**src/design/tun_pkg.sv**
```systemverilog
package tun_pkg;

    // Output format of one normal component, Q1.15.
    localparam int NORM_W = 16;
    // Quotient bits produced by the divider, one per stage.
    localparam int QUO_W = 16;
    localparam logic [NORM_W-2:0] NORM_MAX = '1;

    typedef logic signed [NORM_W-1:0] norm_t;

    // One finished result item as it sits in the output queue.
    typedef struct packed {
        norm_t x;
        norm_t y;
        norm_t z;
        logic  deg;
    } result_t;

endpackage

```
**src/design/tun_outq.sv**
```systemverilog
module tun_outq (
    input  logic              aclk,
    input  logic              aresetn,
    input  logic              in_valid,
    input  tun_pkg::result_t  in_res,
    output logic              en,
    output logic              m_valid,
    input  logic              m_ready,
    output tun_pkg::result_t  m_res
);

    tun_pkg::result_t mem_reg [2];
    logic [1:0]       count_reg;
    logic             wr_ptr_reg;
    logic             rd_ptr_reg;
    logic             push;
    logic             pop;

    // The pipeline advances while the queue holds fewer than two items, so the
    // one item that can land in the same cycle always finds room.
    assign en      = (count_reg != 2'd2);
    assign push    = en && in_valid;
    assign m_valid = (count_reg != 2'd0);
    assign pop     = m_valid && m_ready;
    assign m_res   = mem_reg[rd_ptr_reg];

    always_ff @(posedge aclk) begin
        if (!aresetn) begin
            count_reg  <= '0;
            wr_ptr_reg <= 1'b0;
            rd_ptr_reg <= 1'b0;
        end else begin
            if (push) begin
                wr_ptr_reg <= !wr_ptr_reg;
            end
            if (pop) begin
                rd_ptr_reg <= !rd_ptr_reg;
            end
            count_reg <= count_reg + 2'(push) - 2'(pop);
        end
    end

    always_ff @(posedge aclk) begin
        if (push) begin
            mem_reg[wr_ptr_reg] <= in_res;
        end
    end

endmodule

```
**config.mk**
```make
export PLATFORM = sky130hd
export DESIGN_NAME = tun_outq
export DESIGN_NICKNAME = d
export VERILOG_FILES = /design/src/design/tun_pkg.sv /design/src/design/tun_outq.sv
export SDC_FILE = /design/constraint.sdc
export NUM_CORES = 1
export LEC_CHECK = 0
export BUFFER_PORTS_ARGS = -buffer_cell sky130_fd_sc_hd__buf_2
export CORE_ASPECT_RATIO = 1.4
export CORE_UTILIZATION = 35
export CTS_BUF_LIST = sky130_fd_sc_hd__clkbuf_16
export CTS_CLUSTER_SIZE = 10
export DETAILED_ROUTE_END_ITERATION = 10
export MAX_ROUTING_LAYER = met4
export PLACE_DENSITY = 0.65
export SLEW_MARGIN = 10
export SYNTH_ARGS = -nofsm -noshare
export SYNTH_HDL_FRONTEND = slang
export SYNTH_SLANG_ARGS = --single-unit
```
**constraint.sdc**
```tcl
create_clock -name aclk -period 2.4 [get_ports aclk]
set_input_delay 0.24 -clock aclk [delete_from_list [all_inputs] [get_ports aclk]]
set_output_delay 0.24 -clock aclk [all_outputs]
set_load 0.02 [all_outputs]
```
==> flow_summary.toml <==
[sta]
period_share = 0.778
clock-skew-final_ps = 5.51
final_slew_viol_count = 0
slew-limit-headroom = 0.664
final_min_period_ps = 1870
timing.final.setup_violations = 0
worst_margin_slew_ps = 505
rsz_0062_raised_after_global_routing = "false"
achievable-frequency_ghz = 0.536
timing.final.hold_violations = 0
setup_tns_ps = 0

[outcome]
run_status = "finished, final reports clean"

[route]
post-route-drc-count = 0
routedWlPerCell_um = 14.8
viasPerCell = 4.54
detail_route.iter0.violations = 72
via_count = 2002
wl_um = 6540
antenna_violating_nets_post_route = 0
drt_pass1_iterations = 6

[worst_setup_path]
worstPathCellList = "nor2b_1 -> o21ba_2 -> nor2_1 -> ha_1 -> or4_1 -> and3_1"
critical_path_peak_fanout = 7
worst-endpoint-required_ps = 2630
slowest_stage = "or4_1"
worst_ep_arrival_time_ps = 2090
endpoint_kind = "flip-flop"
worst-setup-path-type = "flip-flop to flip-flop"
timing.critical_path.from_type = "flip-flop"
timing.critical_path.slowest_cell_delay_ps = 520

[floorplan]
die-height_um = 125
fp.dieW_um = 89.9
io_pins = 104
placeableCoreArea_mm2 = 0.0105
rows = 44
die_area_mm2 = 0.0113
starting_density_of_the_core = 0.362

[grt]
antenna_violations_before_repair = 2
grt_pass1_vias = 2095
grt_first_pass_wirelength_um = 10300
groute.usage.overall = 0.128
pin_count_of_the_biggest_net_entering_global_routing = 50
global_route.overflow_total = 0

[power_and_ir_drop]
pwr-share-comb = 0.235
vdd_drop_max_mv = 0.436
power-per-cell-area_mw_per_mm2 = 986
power_switching_mw = 1.30
netSwitchingFraction = 0.273
power.clock.fraction = 0.297
design_power_total_mw = 4.77
seqPwrFrac = 0.468
internal_power_mw = 3.47
leakagePower_nw = 1.81

[layout]
largest_register_ffs = 98
fraction_of_final_layout_cells_sized_beyond_drive_strength_1 = 0.598
flow.area_growth_from_synthesis_pct = 27.7
cell_count_final_fillers_out = 441
layout.nets = 350
fin_util = 0.463

[clock_network]
cts.htree.levels = 3
cts_tree = "done"
ctsRootBufferMaster = "clkbuf_16"
clkSinkCount = 103
clock_latency_ps = 330
cts_buffer_depth = 2
postCtsResizedCells = 0
ctsHoldBuffers = 0
cts.clk_slew.worst_paths_ps = 70
cts_made_buffers = 9
cts_post_setup_buffers_inserted = 0

[logic_synthesis]
netlist_top_cells_area = "edfxtp_1 (78%), mux2_2 (15%), dfxtp_1 (2.6%)"
cell_accounting_for_the_most_synthesized_area = "edfxtp_1"
synth_seq_cells = 103
syn-cell-area_mm2 = 0.00379
synthDistinctLibCells = 24
syn_inst = 181
yosysTopAreaCellShare = 0.776
synth.avg_cell_area_um2 = 20.9
syn_nets = 235
seq_area_frac_synth = 0.803
ys.warnings.count = 0

[flow_run]
maxCapViolCount = 0

[placed_design]
numPortBuffers = 103
gp_congestion = 0.664
numPlacedInstances = 423
hpwl_um = 4430

[hold_path]
worstHoldPathType = "input pin to flip-flop"
-- cell usage in the layout (no fill, tap or decap), drive strengths merged, types with 2 or more instances in the layout --
cell,instances
edfxtp,98
mux2,49
dfxtp,5
inv,4
o21ai,2
nor2,2
and2,3
and3,3
clkbuf,9
clkinv,2
buf,109
diode,2
-- cell usage after synthesis --
library cell / n
and2_1: 3
nor2b_1: 1
and3_2: 1
o21ai_0: 2
o21ba_2: 1
xnor2_1: 1
nand2b_1: 1
and3_4: 1
nand3_1: 1
nand3b_1: 1
inv_1: 1
o31ai_1: 1
mux2_2: 49
nor4bb_1: 1
edfxtp_1: 98
dfxtp_1: 5
ha_1: 1
or4_1: 1
buf_2: 5
a21boi_1: 1
nor2_1: 2
and3_1: 1
or2_2: 1
a21bo_2: 1
-- layout make-up --
cell class                      instances  area, um^2
Antenna cell                            2        5.00
Clock buffer                            9         225
Clock inverter                          7        72.6
Fill cell                             941        5620
Inverter                                1        3.75
Multi-Input combinational cell         72         718
Sequential cell                       103        3040
Tap cell                              138         173
Timing Repair Buffer                  109         598
-- per-stage QoR --
stage | hold slack (ps) | cell area [um^2] | setup WS (ps)
2_1_floorplan | 339 | 3790 | 218
3_3_place_gp | 428 | 4540 | 654
3_5_place_dp | 432 | 4540 | 559
4_1_cts | 75.8 | 4830 | 544
5_1_grt | 73.2 | 4840 | 441
6_report | 93.1 | 4840 | 533
-- worst paths after layout --
path | start | end | slack [ps] | cells after the start
max | count_reg[1] | count_reg[1] | 530 | 6
min reg2reg | rd_ptr_reg | flip-flop | 580 | 2
min | in_res[8] | mem_reg[0][8] | 90 | 1
max reg2reg | count_reg[1] | count_reg[1] | 530 | 6
-- cells by family after synthesis --
logic type               Yosys count  share of synthesized area
XOR/XNOR                           1                    0.00231
buffers and inverters              6                    0.00759
AO/OA/AOI/OAI                      6                     0.0119
multiplexers                      49                      0.146
adder cells (fa/ha/maj)            1                    0.00330
flip-flops                       103                      0.803
AND/OR/NAND/NOR                   15                     0.0264
-- critical path: cells and delay by family, from the launching register on --
family / cells / cell delay (ps)
adders and majority gates: 1 / 190
DFF: 1 / 430
and+or+nand+nor: 4 / 970
AOI/OAI and AO/OA: 1 / 170
-- power groups by stage --
stage                     registers, mW  clock network (mW)  logic, mW
after global placement             2.27                   0       1.13
after floorplan                    2.26                   0      0.763
after detailed placement           2.27                   0       1.14
final                              2.23                1.42       1.12
after global routing               2.25                1.53       1.21
after CTS                          2.24                1.47       1.15
-- per-layer routing --
| layer | up-vias | part of all wire | track usage |
|---|---|---|---|
| li1 | 952 | - | - |
| met2 | 50 | 0.57 | 0.233 |
| met3 | 6 | 0.054 | 0.0414 |
| met4 | 0 | 0.018 | 0.0598 |
| met1 | 994 | 0.36 | 0.120 |
| met5 | - | 0 | - |
(Power assumes the default switching activity.)
